===== config.mk =====
export PLATFORM = sky130hd
export DESIGN_NAME = tgi_mac
export DESIGN_NICKNAME = d
export VERILOG_FILES = /design/src/rtl/core/tgi_pkg.sv /design/src/rtl/core/tgi_mac.sv
export SDC_FILE = /design/constraint.sdc
export NUM_CORES = 1
export LEC_CHECK = 0
export BUFFER_PORTS_ARGS = -buffer_cell sky130_fd_sc_hd__buf_2
export CORE_MARGIN = 4
export CORE_UTILIZATION = 55
export CTS_CLUSTER_SIZE = 40
export DETAILED_ROUTE_END_ITERATION = 10
export PLACE_DENSITY = 0.73
export SETUP_SLACK_MARGIN = 0.02
export SKIP_LAST_GASP = 1
export SYNTH_ARGS = -nofsm -noshare
export SYNTH_HDL_FRONTEND = slang
export SYNTH_SLANG_ARGS = --single-unit
export TNS_END_PERCENT = 10

===== constraint.sdc =====
create_clock -name i_clk -period 16.7 [get_ports i_clk]
set_input_delay 0.835 -clock i_clk [delete_from_list [all_inputs] [get_ports i_clk]]
set_output_delay 0.835 -clock i_clk [all_outputs]
set_load 0.005 [all_outputs]

===== src/rtl/core/tgi_pkg.sv =====
// ============================================================================
// Trilinear grid interpolator package
// Grid geometry, field widths, operation codes and shared types.
// ============================================================================
package tgi_pkg;

    // Grid geometry and coordinate format.
    localparam int ROWS      = 64;
    localparam int COLS      = 64;
    localparam int SLICES    = 32;
    localparam int FRAC_BITS = 8;

    // Field widths fixed by the request format.
    localparam int ADDR_W     = 17;
    localparam int VAL_W      = 24;
    localparam int COORD_IJ_W = 14;
    localparam int COORD_K_W  = 13;

    // Derived widths.
    localparam int ROW_IDX_W   = $clog2(ROWS);
    localparam int COL_IDX_W   = $clog2(COLS);
    localparam int SLICE_IDX_W = $clog2(SLICES);
    localparam int IP_IJ_W     = COORD_IJ_W - FRAC_BITS;
    localparam int KP_W        = COORD_K_W - FRAC_BITS;
    localparam int W_W         = FRAC_BITS + 1;
    localparam int X_W         = VAL_W + 2 * FRAC_BITS;
    localparam int ACC_W       = VAL_W + 3 * FRAC_BITS + 2;

    // Request actions.
    localparam logic ACT_LOAD  = 1'b0;
    localparam logic ACT_QUERY = 1'b1;

    // Integer slice index reduced modulo the slice count.
    typedef logic [2**KP_W-1:0][SLICE_IDX_W-1:0] t_kmod_tab;

    function automatic t_kmod_tab build_kmod();
        t_kmod_tab                tab;
        logic [SLICE_IDX_W-1:0]   m;
        m = '0;
        for (int n = 0; n < 2**KP_W; n++) begin
            tab[n[KP_W-1:0]] = m;
            m = (int'(m) == SLICES - 1) ? '0 : m + 1'b1;
        end
        return tab;
    endfunction

    localparam t_kmod_tab KMOD_TAB = build_kmod();

    // Interpolation weights of the three axes.
    typedef struct packed {
        logic [W_W-1:0] wi_lo;
        logic [W_W-1:0] wi_hi;
        logic [W_W-1:0] wj_lo;
        logic [W_W-1:0] wj_hi;
        logic [W_W-1:0] wk_lo;
        logic [W_W-1:0] wk_hi;
    } t_weights;

    // Control of the coordinate unit.
    typedef struct packed {
        logic       decode;
        logic       base;
        logic [2:0] sel;
    } t_coord_ctl;

    // One operation of the shared multiply-accumulate unit.
    typedef struct packed {
        logic                  en;
        logic                  clear;
        logic [W_W-1:0]        weight;
        logic signed [X_W-1:0] operand;
    } t_mac_op;

endpackage


===== src/rtl/core/tgi_mac.sv =====
// ============================================================================
// Shared multiply-accumulate unit
// Multiplies an unsigned weight by a signed operand and adds the product to
// the accumulator, or starts a new sum.
// ============================================================================
module tgi_mac (
    input  logic                                i_clk,
    input  tgi_pkg::t_mac_op                    i_op,
    output logic signed [tgi_pkg::ACC_W-1:0]    o_acc
);

    logic signed [tgi_pkg::W_W:0]     w_s;
    logic signed [tgi_pkg::ACC_W-1:0] prod;
    logic signed [tgi_pkg::ACC_W-1:0] n_acc;
    logic signed [tgi_pkg::ACC_W-1:0] r_acc;

    // Weight is widened by a zero sign bit so the product stays exact.
    assign w_s   = $signed({1'b0, i_op.weight});
    assign prod  = w_s * i_op.operand;
    assign n_acc = (i_op.clear ? '0 : r_acc) + prod;

    always_ff @(posedge i_clk) begin
        if (i_op.en) begin
            r_acc <= n_acc;
        end
    end

    assign o_acc = r_acc;

endmodule


==> results of run 1 <==
[critical path, cell delays in order]
cell       delay, ns
buf_2           0.67
nand2_1         0.20
fa_1            0.50
fa_1            0.55
inv_1           0.05
fa_1            0.51
fa_1            0.51
inv_1           0.05
fa_1            0.51
inv_1           0.06
ha_1            0.39
nand2_2         0.10
or4_4           0.56
o21a_1          0.21
a2111oi_0       0.41
or3_1           0.30
o21ai_1         0.15
a21boi_1        0.21
mux2i_1         0.20
nand2_1         0.08
[cell usage after synthesis, types with 10 or more instances]
cell type	number	area, um^2
nor3_1	10	50.1
inv_1	400	1500
ha_1	110	1380
fa_1	338	6770
a21oi_1	41	205
a21o_1	30	225
nor2_1	30	113
xnor2_1	28	245
o21ai_0	14	70.1
and2_1	154	963
nand4_1	10	62.6
clkbuf_1	73	274
xor2_1	21	184
edfxtp_1	50	1500
nand2_1	242	908
nor2b_1	44	275
nand2b_1	14	87.6
nand3_1	10	50.1
[cell type report]
type / count / area, um^2 / share of cell area
Multi-Input combinational cell: 1193 / 12300 / 0.746
Sequential cell: 50 / 1500 / 0.0910
Tap cell: 378 / 473 / 0.0287
Inverter: 400 / 1500 / 0.0910
Timing Repair Buffer: 106 / 543 / 0.0329
Clock buffer: 5 / 125 / 0.00758
Clock inverter: 3 / 48.8 / 0.00296
[cells by family after synthesis]
kind of cell             share of synthesized area
AO/OA/AOI/OAI                               0.0678
multiplexers                               0.00192
flip-flops                                  0.0958
buffers and inverters                        0.119
adder cells (fa/ha/maj)                      0.519
AND/OR/NAND/NOR                              0.169
XOR/XNOR                                    0.0274
[worst min-delay path by stage]
stage,endpoint,slack (ns),cells after the start
5_1_grt,o_acc[0],0.77,2
2_1_floorplan,o_acc[0],0.68,2
3_5_place_dp,o_acc[0],0.72,2
6_report,o_acc[0],0.73,2
4_1_cts,o_acc[0],0.74,2
3_3_place_gp,o_acc[0],0.69,2
[per-stage QoR]
step                cells  hold slack, ns  worst slack, ns   util
floorplan            1730           0.682            10.33      -
finish               2135           0.734             9.69  0.591
global placement     2127           0.692             9.55  0.585
global route         2135           0.770             9.40  0.591
CTS                  2135           0.742             9.72  0.591
detailed placement   2127           0.716             9.40  0.585
[metal layers]
layer  GRT usage  routed length, um  vias to the layer above
met1       0.368              16300                     5942
met2       0.434              18700                      481
met3      0.0350               2740                       61
met4      0.0671                866                        0
li1            -                  -                     5227
met5           0                  0                        -
==> flow_metrics.tcl, run 1 <==
set metrics [dict create \
    route.detailed.drc 0 \
    die-height_um 177 \
    vias 11700 \
    synth-seq-cells 50 \
    max_freq_ghz 0.143 \
    dr.pass1.iters 5 \
    ctsHoldBuffers 0 \
    syn_area_um2 15700 \
    hold_violations 0 \
    cts_max_path_buffers 2 \
    netlist_instances 1730 \
    io_buffers 101 \
    async_flop_share 0 \
    largest_reg_flops 50 \
    ys_seq_area_frac 0.0958 \
    drive_above_1_share 0.0689 \
    fill_cells 2468 \
    syn_avg_cell_area_um2 9.06 \
    grt_pass1_vias 12700 \
    syn_to_final_growth_pct 5.30 \
    ant_nets 0 \
    required_ns 16.76 \
    final_cell_mix "inv_1 (400), fa_1 (338), nand2_1 (242)" \
    hold_class "reg -> reg" \
    antenna_cells 0 \
    cts_tree "done" \
    maxSlewHeadroom 0.391 \
    status "finished, final reports clean" \
    insertion_delay_ns 0.32 \
    path_clk_slew_ns 0.08 \
    worstPathArrival_ns 7.07 \
    slew_violations 0 \
    routabilityCongestion 0.980 \
    clock_skew_ns 0.00804 \
    antenna_found_initial 0 \
    wirelength_mm 38.6 \
    reg2reg_depth 16 \
    fp-row-count 61 \
    drt-initial-drc-count 940 \
    setup-tns-final_ns 0 \
    max_cap_viol_count 0 \
    ctsHtreeMaxLevel 2 \
    tightestPinTransition_ns 0.913 \
    wl_per_cell_um 18.1 \
    grt_max_degree 51 \
    via_per_inst 5.49 \
    layout_commonest_cell "inv_1" \
    synthesis.nets 2230 \
    finalNetCount 2256 \
    setup_viol 0 \
    synth_ff_type "edfxtp_1" \
    synth_edf_count 50 \
    finalCritPeriodShare 0.420 \
    critical_path_class "in -> reg" \
    startpoint "i_op[41]" \
    grt-ovfl-total 0 \
    die_w_um 177 \
    min_period_ns 7.01 \
    start_kind "input port" \
    fp.coreArea_um2 27900 \
    rr_startpoint "o_acc[24]" \
    postPlaceCellArea_um2 16300 \
    cts_buffers 5 \
    ff2ff_setup_slack_ns 11.51 \
    min_from "o_acc[0]" \
    crit_fanout 40 \
    cts-resized-gates 0 \
    start_util 0.561 \
    r2r-end "o_acc[43]" \
    setup.worst_path.end "o_acc[43]" \
    post_cts_buffers 0 \
    rsz0062_at_grt "no" \
    ios 102 \
    post-dp-hpwl_mm 31.3 \
    cts_root_buffer "clkbuf_16" \
    ys.warnings.count 0 \
    critPathCaptureType "flop" \
    final_design_area_no_fill_um2 16500 \
    grt_pass1_wl_mm 65.1 \
    track_usage 0.261 \
    synthDistinctLibCells 60 \
    cts.sinks 50 \
    die_area_um2 31300 \
]
Power of run 1 is left out: the tool's default activity adds up to more than one toggle a clock period on the data nets, which glitch-free logic cannot reach.
==> run 2: changes to the inputs <==
- ABC_AREA: unset -> 1
- clock period: 16.7 -> 6.84 ns (I/O delays scaled with it)
==> flow_metrics.tcl, run 2 <==
set metrics [dict create \
    status "finished, final reports clean" \
    cp_slowest_cell "buf_2" \
    ios 102 \
    die_area_um2 34900 \
    drt-initial-drc-count 953 \
    route.detailed.drc 0 \
    ys_seq_area_frac 0.0853 \
    post-dp-hpwl_mm 37.3 \
    grt-ovfl-total 0 \
    max_cap_viol_count 0 \
    cts.sinks 50 \
    synthesis.nets 2966 \
    fp-row-count 65 \
    yosys.area_share.simple 0.237 \
    yosys-top-cells-count "inv_1 (796), nand2_1 (794), fa_1 (338), ha_1 (110), nor2_1 (86)" \
    worst_slack_ns 1.15 \
    cp_common_cell "fa_1" \
    yosysTopAreaCellShare 0.385 \
    setup-tns-final_ns 0 \
    synth-compound-area-share 0.00868 \
    critical_path_class "in -> reg" \
    yosys.area.top_type "fa_1" \
    max_freq_ghz 0.176 \
    netlist_instances 2466 \
    cts_tree "done" \
    grt_pass1_vias 15300 \
    final_cell_mix "inv_1 (796), nand2_1 (794), fa_1 (338)" \
    required_ns 6.90 \
    antenna_found_initial 0 \
    synthAdderAreaFrac 0.463 \
    io_buffers 101 \
    ys.warnings.count 0 \
    async_flop_share 0 \
    hold_violations 0 \
    syn_area_um2 17600 \
    track_usage 0.261 \
    drive_above_1_share 0.0757 \
    hold_class "in -> reg" \
    syn_to_final_growth_pct 4.96 \
    synth-seq-cells 50 \
    worstPathArrival_ns 5.75 \
    synth_ff_type "edfxtp_1" \
    insertion_delay_ns 0.32 \
    pre_cts_ws_ns 0.914 \
    start_kind "input port" \
    cts_max_path_buffers 2 \
    synthXorXnorAreaFrac 0.0159 \
    die_w_um 187 \
    wl_per_cell_um 15.1 \
    finalNetCount 2995 \
    tightestPinTransition_ns 0.986 \
    rsz0062_at_grt "no" \
    via_per_inst 4.95 \
    ctsHtreeMaxLevel 2 \
    critPathBufInv 5 \
    post_cts_buffers 0 \
    path_clk_slew_ns 0.07 \
    yosysMostFrequentCell "inv_1" \
    antenna_cells 0 \
    die-height_um 187 \
    synthDistinctLibCells 26 \
    cts_root_buffer "clkbuf_16" \
    synthMuxAreaShare 0 \
    setup_viol 0 \
    min_period_ns 5.69 \
    cpPeakStageDelay_ns 0.70 \
    layout_commonest_cell "inv_1" \
    synthTopCellsByArea "fa_1 (38%), inv_1 (17%), nand2_1 (17%)" \
    synth_edf_count 50 \
    grt_max_degree 51 \
    start_util 0.558 \
    cp_top_family "adder cells" \
    routabilityCongestion 0.957 \
    cts-resized-gates 0 \
    crit_chain "buf_2, nand2_1, fa_1, inv_1, fa_1, fa_1, fa_1, inv_1, fa_1, inv_1, ha_1, nand2_2, nor2_2, inv_1, nor2_1, nand2_1, nor2_1, nand2_1, nand4_1, nand2_1" \
    ant_nets 0 \
    syn_avg_cell_area_um2 7.13 \
    largest_reg_flops 50 \
    wirelength_mm 43.8 \
    fp.coreArea_um2 31600 \
    maxSlewHeadroom 0.342 \
    synth_top_family_by_area "adder cells" \
    finalCritPeriodShare 0.832 \
    dr.pass1.iters 5 \
    critPathCaptureType "flop" \
    cts_buffers 5 \
    slew_violations 0 \
    grt_pass1_wl_mm 75.0 \
    crit_fanout 40 \
    vias 14300 \
    ctsHoldBuffers 0 \
    clock_skew_ns 0.0168 \
]
run 2: path summary, 6_finish.rpt:
path | from | end | slack (ns) | cells past startpoint
hold / removal | i_op[0] | o_acc[0] | 0.60 | 4
hold reg to reg | o_acc[0] | o_acc[0] | 0.72 | 3
setup / recovery | i_op[41] | o_acc[44] | 1.15 | 20
setup reg to reg | o_acc[42] | o_acc[44] | 2.70 | 17
run 2: kinds of logic (layout without fill, tap and decap cells):
logic type      Yosys count  in the layout
simple gates           1016           1016
buf+inv                 891            921
fa+ha+maj               448            448
flops                    50             50
xor+xnor                 32             32
compound gates           29             29
run 2: final cells by class:
cell class | instances | area (um^2)
Clock inverter | 3 | 28.8
Fill cell | 3011 | 13100
Inverter | 810 | 3040
Clock buffer | 5 | 125
Tap cell | 402 | 503
Timing Repair Buffer | 103 | 520
Multi-Input combinational cell | 1525 | 12700
Sequential cell | 50 | 1500
run 2: routing by layer:
metal | part of all wire | up-vias | GRT usage
li1 | - | 6880 | -
met4 | 0.015 | 0 | 0.0489
met5 | 0 | - | 0
met3 | 0.062 | 46 | 0.0314
met2 | 0.48 | 424 | 0.450
met1 | 0.44 | 6990 | 0.363
run 2: through the flow:
| step | instances | utilization | hold slack (ns) | area, um^2 |
|---|---|---|---|---|
| after floorplan | 2466 | - | 0.454 | 17600 |
| after global placement | 2890 | 0.580 | 0.667 | 18300 |
| after detailed placement | 2890 | 0.580 | 0.689 | 18300 |
| after CTS | 2898 | 0.585 | 0.596 | 18500 |
| after global routing | 2898 | 0.585 | 0.648 | 18500 |
| final | 2898 | 0.585 | 0.596 | 18500 |
run 2: worst reg2reg max path, cell delays in order (launching register included):
cell	delay, ns
edfxtp_1	0.49
nand2_1	0.13
fa_1	0.55
inv_1	0.06
fa_1	0.52
inv_1	0.05
fa_1	0.47
inv_1	0.04
ha_1	0.41
nand2_2	0.13
nor2_2	0.14
inv_1	0.08
nor2_1	0.26
nand2_1	0.11
nor2_1	0.12
nand2_1	0.12
nand4_1	0.12
nand2_1	0.07
Power of run 2 is left out for the same reason.
