<file path="src/rtl/core/tgi_pkg.sv">
// ============================================================================
// Trilinear grid interpolator package
// Grid geometry, field widths, operation codes and shared types.
// ============================================================================
package tgi_pkg;

    // Grid geometry and coordinate format.
    localparam int ROWS      = 64;
    localparam int COLS      = 64;
    localparam int SLICES    = 32;
    localparam int FRAC_BITS = 8;

    // Field widths fixed by the request format.
    localparam int ADDR_W     = 17;
    localparam int VAL_W      = 24;
    localparam int COORD_IJ_W = 14;
    localparam int COORD_K_W  = 13;

    // Derived widths.
    localparam int ROW_IDX_W   = $clog2(ROWS);
    localparam int COL_IDX_W   = $clog2(COLS);
    localparam int SLICE_IDX_W = $clog2(SLICES);
    localparam int IP_IJ_W     = COORD_IJ_W - FRAC_BITS;
    localparam int KP_W        = COORD_K_W - FRAC_BITS;
    localparam int W_W         = FRAC_BITS + 1;
    localparam int X_W         = VAL_W + 2 * FRAC_BITS;
    localparam int ACC_W       = VAL_W + 3 * FRAC_BITS + 2;

    // Request actions.
    localparam logic ACT_LOAD  = 1'b0;
    localparam logic ACT_QUERY = 1'b1;

    // Integer slice index reduced modulo the slice count.
    typedef logic [2**KP_W-1:0][SLICE_IDX_W-1:0] t_kmod_tab;

    function automatic t_kmod_tab build_kmod();
        t_kmod_tab                tab;
        logic [SLICE_IDX_W-1:0]   m;
        m = '0;
        for (int n = 0; n < 2**KP_W; n++) begin
            tab[n[KP_W-1:0]] = m;
            m = (int'(m) == SLICES - 1) ? '0 : m + 1'b1;
        end
        return tab;
    endfunction

    localparam t_kmod_tab KMOD_TAB = build_kmod();

    // Interpolation weights of the three axes.
    typedef struct packed {
        logic [W_W-1:0] wi_lo;
        logic [W_W-1:0] wi_hi;
        logic [W_W-1:0] wj_lo;
        logic [W_W-1:0] wj_hi;
        logic [W_W-1:0] wk_lo;
        logic [W_W-1:0] wk_hi;
    } t_weights;

    // Control of the coordinate unit.
    typedef struct packed {
        logic       decode;
        logic       base;
        logic [2:0] sel;
    } t_coord_ctl;

    // One operation of the shared multiply-accumulate unit.
    typedef struct packed {
        logic                  en;
        logic                  clear;
        logic [W_W-1:0]        weight;
        logic signed [X_W-1:0] operand;
    } t_mac_op;

endpackage

</file>
<file path="src/rtl/core/tgi_coord.sv">
// ============================================================================
// Coordinate unit
// Splits the query coordinates into neighbour indices and weights, and
// forms the memory address of each of the eight neighbours.
// ============================================================================
module tgi_coord (
    input  logic                                 i_clk,
    input  tgi_pkg::t_coord_ctl                  i_ctl,
    input  logic [tgi_pkg::COORD_IJ_W-1:0]       i_coord_i,
    input  logic [tgi_pkg::COORD_IJ_W-1:0]       i_coord_j,
    input  logic [tgi_pkg::COORD_K_W-1:0]        i_coord_k,
    output logic [tgi_pkg::ADDR_W-1:0]           o_addr,
    output tgi_pkg::t_weights                    o_weights
);

    localparam int F      = tgi_pkg::FRAC_BITS;
    localparam int AW     = tgi_pkg::ADDR_W;
    localparam int PLANE  = tgi_pkg::ROWS * tgi_pkg::COLS;

    logic [tgi_pkg::IP_IJ_W-1:0]     ip_i;
    logic [tgi_pkg::IP_IJ_W-1:0]     ip_j;
    logic [tgi_pkg::KP_W-1:0]        kp;
    logic [F-1:0]                    fr_i;
    logic [F-1:0]                    fr_j;
    logic [F-1:0]                    fr_k;
    logic [tgi_pkg::ROW_IDX_W-1:0]   n_i_lo, n_i_hi;
    logic [tgi_pkg::COL_IDX_W-1:0]   n_j_lo, n_j_hi;
    logic [tgi_pkg::SLICE_IDX_W-1:0] n_k_lo, n_k_hi;
    tgi_pkg::t_weights               n_wts;

    logic [tgi_pkg::ROW_IDX_W-1:0]   r_i_lo, r_i_hi;
    logic [tgi_pkg::COL_IDX_W-1:0]   r_j_lo, r_j_hi;
    logic [tgi_pkg::SLICE_IDX_W-1:0] r_k_lo, r_k_hi;
    tgi_pkg::t_weights               r_wts;
    logic [AW-1:0]                   r_kb [2];
    logic [AW-1:0]                   r_ib [2];
    logic [AW-1:0]                   r_jb [2];

    assign ip_i = i_coord_i[tgi_pkg::COORD_IJ_W-1:F];
    assign ip_j = i_coord_j[tgi_pkg::COORD_IJ_W-1:F];
    assign kp   = i_coord_k[tgi_pkg::COORD_K_W-1:F];
    assign fr_i = i_coord_i[F-1:0];
    assign fr_j = i_coord_j[F-1:0];
    assign fr_k = i_coord_k[F-1:0];

    // Row and column clamp to the last line; the slice index wraps.
    always_comb begin
        if (int'(ip_i) >= tgi_pkg::ROWS - 1) begin
            n_i_lo = tgi_pkg::ROW_IDX_W'(tgi_pkg::ROWS - 1);
            n_i_hi = tgi_pkg::ROW_IDX_W'(tgi_pkg::ROWS - 1);
        end else begin
            n_i_lo = tgi_pkg::ROW_IDX_W'(ip_i);
            n_i_hi = tgi_pkg::ROW_IDX_W'(ip_i) + tgi_pkg::ROW_IDX_W'(1);
        end
        if (int'(ip_j) >= tgi_pkg::COLS - 1) begin
            n_j_lo = tgi_pkg::COL_IDX_W'(tgi_pkg::COLS - 1);
            n_j_hi = tgi_pkg::COL_IDX_W'(tgi_pkg::COLS - 1);
        end else begin
            n_j_lo = tgi_pkg::COL_IDX_W'(ip_j);
            n_j_hi = tgi_pkg::COL_IDX_W'(ip_j) + tgi_pkg::COL_IDX_W'(1);
        end
        n_k_lo = tgi_pkg::KMOD_TAB[kp];
        n_k_hi = (int'(n_k_lo) == tgi_pkg::SLICES - 1) ? '0 : n_k_lo + 1'b1;

        n_wts.wi_hi = {1'b0, fr_i};
        n_wts.wj_hi = {1'b0, fr_j};
        n_wts.wk_hi = {1'b0, fr_k};
        n_wts.wi_lo = {1'b1, {F{1'b0}}} - {1'b0, fr_i};
        n_wts.wj_lo = {1'b1, {F{1'b0}}} - {1'b0, fr_j};
        n_wts.wk_lo = {1'b1, {F{1'b0}}} - {1'b0, fr_k};
    end

    // Indices and weights are captured when a query is taken.
    always_ff @(posedge i_clk) begin
        if (i_ctl.decode) begin
            r_i_lo <= n_i_lo;
            r_i_hi <= n_i_hi;
            r_j_lo <= n_j_lo;
            r_j_hi <= n_j_hi;
            r_k_lo <= n_k_lo;
            r_k_hi <= n_k_hi;
            r_wts  <= n_wts;
        end
    end

    // Address terms of each axis, wrapped to the memory size.
    always_ff @(posedge i_clk) begin
        if (i_ctl.base) begin
            r_kb[0] <= AW'(int'(r_k_lo) * PLANE);
            r_kb[1] <= AW'(int'(r_k_hi) * PLANE);
            r_ib[0] <= AW'(int'(r_i_lo) * tgi_pkg::COLS);
            r_ib[1] <= AW'(int'(r_i_hi) * tgi_pkg::COLS);
            r_jb[0] <= AW'(r_j_lo);
            r_jb[1] <= AW'(r_j_hi);
        end
    end

    // Neighbour select: bit 0 picks the slice, bit 1 the row, bit 2 the column.
    assign o_addr    = r_kb[i_ctl.sel[0]] + r_ib[i_ctl.sel[1]] + r_jb[i_ctl.sel[2]];
    assign o_weights = r_wts;

endmodule

</file>
<file path="config.mk">
export PLATFORM = sky130hd
export DESIGN_NAME = tgi_coord
export DESIGN_NICKNAME = d
export VERILOG_FILES = /design/src/rtl/core/tgi_pkg.sv /design/src/rtl/core/tgi_coord.sv
export SDC_FILE = /design/constraint.sdc
export NUM_CORES = 1
export LEC_CHECK = 0
export BUFFER_PORTS_ARGS = -buffer_cell sky130_fd_sc_hd__buf_2
export CORE_UTILIZATION = 40
export CTS_CLUSTER_SIZE = 10
export DETAILED_ROUTE_END_ITERATION = 8
export SLEW_MARGIN = 5
export SYNTH_ARGS = -nofsm -noshare
export SYNTH_HDL_FRONTEND = slang
export SYNTH_SLANG_ARGS = --single-unit
</file>
<file path="constraint.sdc">
create_clock -name i_clk -period 1.59 [get_ports i_clk]
set_clock_uncertainty 0.05 [all_clocks]
set_input_delay 0.2385 -clock i_clk [delete_from_list [all_inputs] [get_ports i_clk]]
set_output_delay 0.2385 -clock i_clk [all_outputs]
set_load 0.005 [all_outputs]
</file>
==> run metrics, run 1 <==
status finished, final reports clean; LEAKAGE 2.486 nW; sequential power share 47.7%; I/O pin count 118; mapped cell area 0.004453 sq mm; RD Place Congestion 0.7256; CTS tree yes; Area growth syn-to-layout 40.46%; Post-synth ARST share 0%; clk sink count 116; GR Util All Layers 14.25%; Setup Buffers After CTS 0; Hold WC Path Type in2reg; largest net degree at the start of global routing 42; count of final max-slew check failures 0; Nets 475; Pre-antenna DRT Iters 4; maximum vdd drop 574.5 uV; Seq cells post-synth 116; most common cell in the netlist edfxtp_1; CTS clock-pin slew for the worst setup and hold paths 0.06 ns; Sw Ratio 20.27%; Post-Layout Cell Count 573; DRT Wirelength 7751 um; vias per inst 4.462; total CTS buffers 17; Max Root-Sink Buffers 2; Port Buffer Count 114; DR vias 2557; overall power 7.790 mW; Clock Latency Late Sink 0.50 ns; post-synth top area share 78.22%; crit-path max FO 1; Setup crit start kind flop; cell family with most CP delay flip-flops; Pwr Density 1246 mW/mm^2; CP max stage cell edfxtp_1; initial antenna violation count 0; Final ANT Viol Nets 0; core box area 0.01084 sq mm; WP data arrival 1.28 ns; NetSw 1.579 mW; Cells after DPL 501; # DRC 0; initial core utilization 41.08%; n_diodes 0; Initial DRC Count 125; global-route wire length before repair 12000 um; hold_ws 0.03495 ns; Clk pwr share 43.9%; synth top area cells edfxtp_1, mux2_2, xnor2_1, ha_1, xor2_1; Min Clock Period, post-route 1.568 ns; number of global-route vias before repair 2524; Combinational Power Share 8.4%; synthesized area per cell 17.53 sq um; half-perimeter wire length after placement 4924 um; Die Y-Extent 107.5 um; wire per inst 13.53 um; Critical Path, Cell by Cell mux2_4, buf_6; Post-synth EDFFs 116; Cells after Synth 254; Critical Path End Type output pin; post-synth top area cell edfxtp_1; WP buf/inv 1; dominant synthesized flop cell edfxtp_1; MaxCap Viol Count 0; worst stage delay on the critical path 0.37 ns; setup violators final 0; RSZ-0062 raised after global routing yes; H-tree depth 4; share of cells above drive strength 1 39.03%; Int Power 6.211 mW; Final Hold Vio Count 0; Crit path required time 1.30 ns; Worst Path Class, Setup reg2out; synth warn 0; Post-synth top cells edfxtp_1, mux2_2, nor2_1; Clock Tree Root clkbuf_8; Fmax achieved 0.6378 GHz; fillers 871; Rows 38; post-synth cell types 26; register area share after synthesis 78.22%; die area 0.01156 sq mm; gr ovfl total 0; width of the die 107.5 um; part of the cycle the worst path needs 98.61%
## what timing repair did
item / in CTS / in global routing
endpoints found under the hold margin: 51 / 0
resized for setup: 0 / 18
hold buffers: 41 / 0
endpoints found under the setup margin: 0 / 16
## routing by layer
| metal | routed length [um] | global-route usage (%) |
|---|---|---|
| met5 | 0 | 0 |
| met1 | 3187 | 15.91 |
| met4 | 171 | 7.436 |
| met2 | 3948 | 22.99 |
| met3 | 444 | 6.235 |
## stage by stage
step / setup WS, ns / cell area (sq um) / setup TNS (ns) / utilization (%)
6_report: 0.02207 / 6255 / 0 / 57.70
4_1_cts: 0.002600 / 6165 / 0 / 56.87
5_1_grt: -0.02351 / 6255 / -0.1637 / 57.70
2_1_floorplan: 0.1331 / 4461 / 0 / -
3_5_place_dp: 0.002652 / 5216 / 0 / 48.12
3_3_place_gp: 0.02026 / 5216 / 0 / 48.12
## worst paths after layout
check	start	endpoint	cells past startpoint	slack, ns
worst max-delay path	r_jb[0][3]	o_addr[3]	2	0.02
worst min-delay path	i_ctl[4]	o_weights[20]	1	0.03
worst max register to register	r_j_hi[3]	r_jb[1][3]	0	0.90
worst min register to register	r_j_hi[4]	r_jb[1][4]	0	0.36
## flip-flops by register name, summed over array words and instances (netlist names)
name,count
r_j_lo,6
r_k_lo,5
r_ib,12
r_kb,10
r_jb,12
r_j_hi,6
r_k_hi,5
o_weights,48
r_i_hi,6
r_i_lo,6
## layout make-up
type | count | area (sq um) | share of cell area [%]
Sequential cell | 116 | 3483 | 55.69
Clock inverter | 11 | 112.6 | 1.800
Tap cell | 140 | 175.2 | 2.801
Clock buffer | 20 | 425.4 | 6.801
Multi-Input combinational cell | 117 | 902.1 | 14.42
Timing Repair Buffer | 162 | 1130 | 18.06
Inverter | 7 | 26.28 | 0.4201
## cell usage in the layout (no fill, tap or decap), types with 9 or more instances in the layout
master,count
mux2_4,9
clkbuf_16,16
nand2_1,10
nand3_1,9
xnor2_1,14
nor2_1,15
xor2_1,9
mux2_2,9
edfxtp_1,116
dlygate4sd3_1,41
buf_2,104
buf_6,9
## logic make-up (layout without fill, tap and decap cells)
family,Yosys count,in the layout,share of synthesized area [%]
flip-flops,116,116,78.22
AND/OR/NAND/NOR,62,62,7.530
XOR/XNOR,23,23,4.524
buffers and inverters,23,200,2.445
multiplexers,19,19,4.777
adder cells (fa/ha/maj),7,7,1.967
AO/OA/AOI/OAI,3,3,0.4496
other,1,3,0.08421
## power groups by stage
stage	logic [mW]	clock network (mW)	registers [mW]
finish	0.653	3.42	3.72
CTS	0.616	3.52	3.72
floorplan	0.177	0	3.79
global route	0.713	3.63	3.74
detailed placement	0.535	0	3.78
global placement	0.531	0	3.77
Power figures use the tool's default switching activity.
==> run 2, diff against run 1 <==
--- a/config.mk
+++ b/config.mk
@@ -6,9 +6,11 @@
 export NUM_CORES = 1
 export LEC_CHECK = 0
 export BUFFER_PORTS_ARGS = -buffer_cell sky130_fd_sc_hd__buf_2
-export CORE_UTILIZATION = 40
+export CORE_UTILIZATION = 45
+export CTS_BUF_LIST = sky130_fd_sc_hd__clkbuf_4
 export CTS_CLUSTER_SIZE = 10
 export DETAILED_ROUTE_END_ITERATION = 8
+export PLACE_DENSITY = 0.7
 export SLEW_MARGIN = 5
 export SYNTH_ARGS = -nofsm -noshare
 export SYNTH_HDL_FRONTEND = slang
==> run metrics, run 2 (same netlist as run 1, synthesis figures left out) <==
status finished, final reports clean; fillers 695 (-20%); DR vias 2614 (+2.2%); # DRC 0 (unchanged); Setup crit start kind input pin; setup violators final 0 (unchanged); Area growth syn-to-layout 35.82%; overall power 6.973 mW (-10%); H-tree depth 4 (unchanged); finished layout cell area 0.006048 sq mm (-3.3%); Min Clock Period, post-route 1.561 ns (-0.007018 ns); CTS tree yes; Initial DRC Count 95 (-24%); clk sink count 116 (unchanged); RD Place Congestion 0.7130 (-1.7%); Clock Latency Late Sink 0.48 ns (-0.02 ns); number of flip-flops in the largest register 48 (unchanged); global-route wire length before repair 12430 um (+3.6%); DRT Wirelength 7812 um (+0.79%); Critical Path End Type flop; Final Hold Vio Count 0 (unchanged); CTS clock-pin slew for the worst setup and hold paths 0.11 ns (+0.05 ns); half-perimeter wire length after placement 4912 um (-0.25%); maximum vdd drop 508.9 uV (-11%); Pwr Density 1153 mW/mm^2 (-7.4%); Final ANT Viol Nets 0 (unchanged); Pre-antenna DRT Iters 6 (+2); Fin Setup TNS 0 ns (unchanged); I/O pin count 118 (unchanged); hold_ws 0.08047 ns (+0.04552 ns); gr ovfl total 0 (unchanged); commonest non-fill, non-tap cells in the layout edfxtp_1, buf_2, dlygate4sd3_1, clkbuf_4, nor2_1; Nets 474 (-0.21%); RSZ-0062 raised after global routing yes; n_diodes 0 (unchanged); Port Buffer Count 114 (unchanged); crit-path max FO 5 (+4); part of the cycle the worst path needs 98.17% (-0.44 points); initial core utilization 47.30% (+6.2 points); die area 0.01030 sq mm (-11%); core box area 0.009415 sq mm (-13%); Hold WC Path Type in2reg; largest net degree at the start of global routing 50 (+19%); Setup Buffers After CTS 0 (unchanged); count of final max-slew check failures 0 (unchanged); Fmax achieved 0.6407 GHz (+0.45%); most common cell after layout, fill and taps aside edfxtp_1; WP data arrival 1.75 ns (+0.47 ns); MaxCap Viol Count 0 (unchanged); number of global-route vias before repair 2606 (+3.2%); LEAKAGE 2.403 nW (-3.3%); Crit path required time 1.78 ns (+0.48 ns); initial antenna violation count 0 (unchanged); GR Util All Layers 16.37% (+2.1 points); Die Y-Extent 101.5 um (-5.6%); Max Root-Sink Buffers 2 (unchanged); DP Area 0.005195 sq mm (-0.41%); Worst Path Class, Setup in2reg; Clock Tree Root clkbuf_4; total CTS buffers 17 (unchanged); width of the die 101.5 um (-5.6%); Rows 35 (-7.9%); wire per inst 13.90 um (+2.8%); vias per inst 4.651 (+4.2%); share of cells above drive strength 1 39.95% (+0.92 points)
[run 2: cell types whose count changed in the layout (fill, tap and decap cells not counted), moves of 3 or more]
cell       before  now
bufinv_16       2    5
clkbuf_1        3    0
clkbuf_16      16    0
clkbuf_4        0   18
clkinv_2        5    1
clkinv_4        1    4
inv_6           0    4
[run 2: power breakdown]
part / switching, mW / internal, mW / total (mW)
Clock: 1.16 / 1.45 / 2.62
Sequential: 0.0599 / 3.65 / 3.71
Combinational: 0.294 / 0.352 / 0.646
[run 2: through the flow]
step           utilization, %  worst slack (ns)  cells
3_3_place_gp            55.18           0.01917    489
4_1_cts                 63.53          -0.01232    562
6_report                64.24           0.02909    562
2_1_floorplan               -            0.1331    256
5_1_grt                 64.24          -0.06371    562
3_5_place_dp            55.18          -0.02220    489
[run 2: final timing paths]
check / start / end / slack, ns / cells after the start
worst max-delay path: i_coord_k[2] / o_weights[16] / 0.03 / 5
worst min-delay path: i_coord_j[1] / o_weights[28] / 0.08 / 3
worst max register to register: r_j_hi[2] / r_jb[1][2] / 0.89 / 0
worst min register to register: r_i_lo[5] / r_ib[0][5] / 0.37 / 0
[run 2: final cells by class]
cell class                      instances  area [sq um]  share of cell area, %
Clock buffer                           18         135.1                  2.234
Multi-Input combinational cell        117         894.6                  14.79
Clock inverter                         14         225.2                  3.724
Tap cell                              129         161.4                  2.669
Timing Repair Buffer                  161          1122                  18.56
Inverter                                7         26.28                 0.4344
Sequential cell                       116          3483                  57.59
[run 2: metal layers]
layer | track usage [%] | vias up | wire length, um
met5 | 0 | - | 0
met2 | 27.63 | 89 | 4115
li1 | - | 1267 | -
met1 | 18.67 | 1242 | 3068
met4 | 8.584 | 0 | 211
met3 | 5.314 | 16 | 415
[run 2: critical path, cell delays in order]
cell and delay (ns):
dlygate4sd3_1 0.55, buf_2 0.16, or4_4 0.56, nor4_4 0.16, xnor2_1 0.09
[run 2: repair_timing]
action                                  in CTS  in global routing
gates resized for setup                      3                 13
gates cloned                                 0                  0
endpoints found under the setup margin       4                 17
hold endpoints to repair                    52                  0
hold buffers                                41                  0
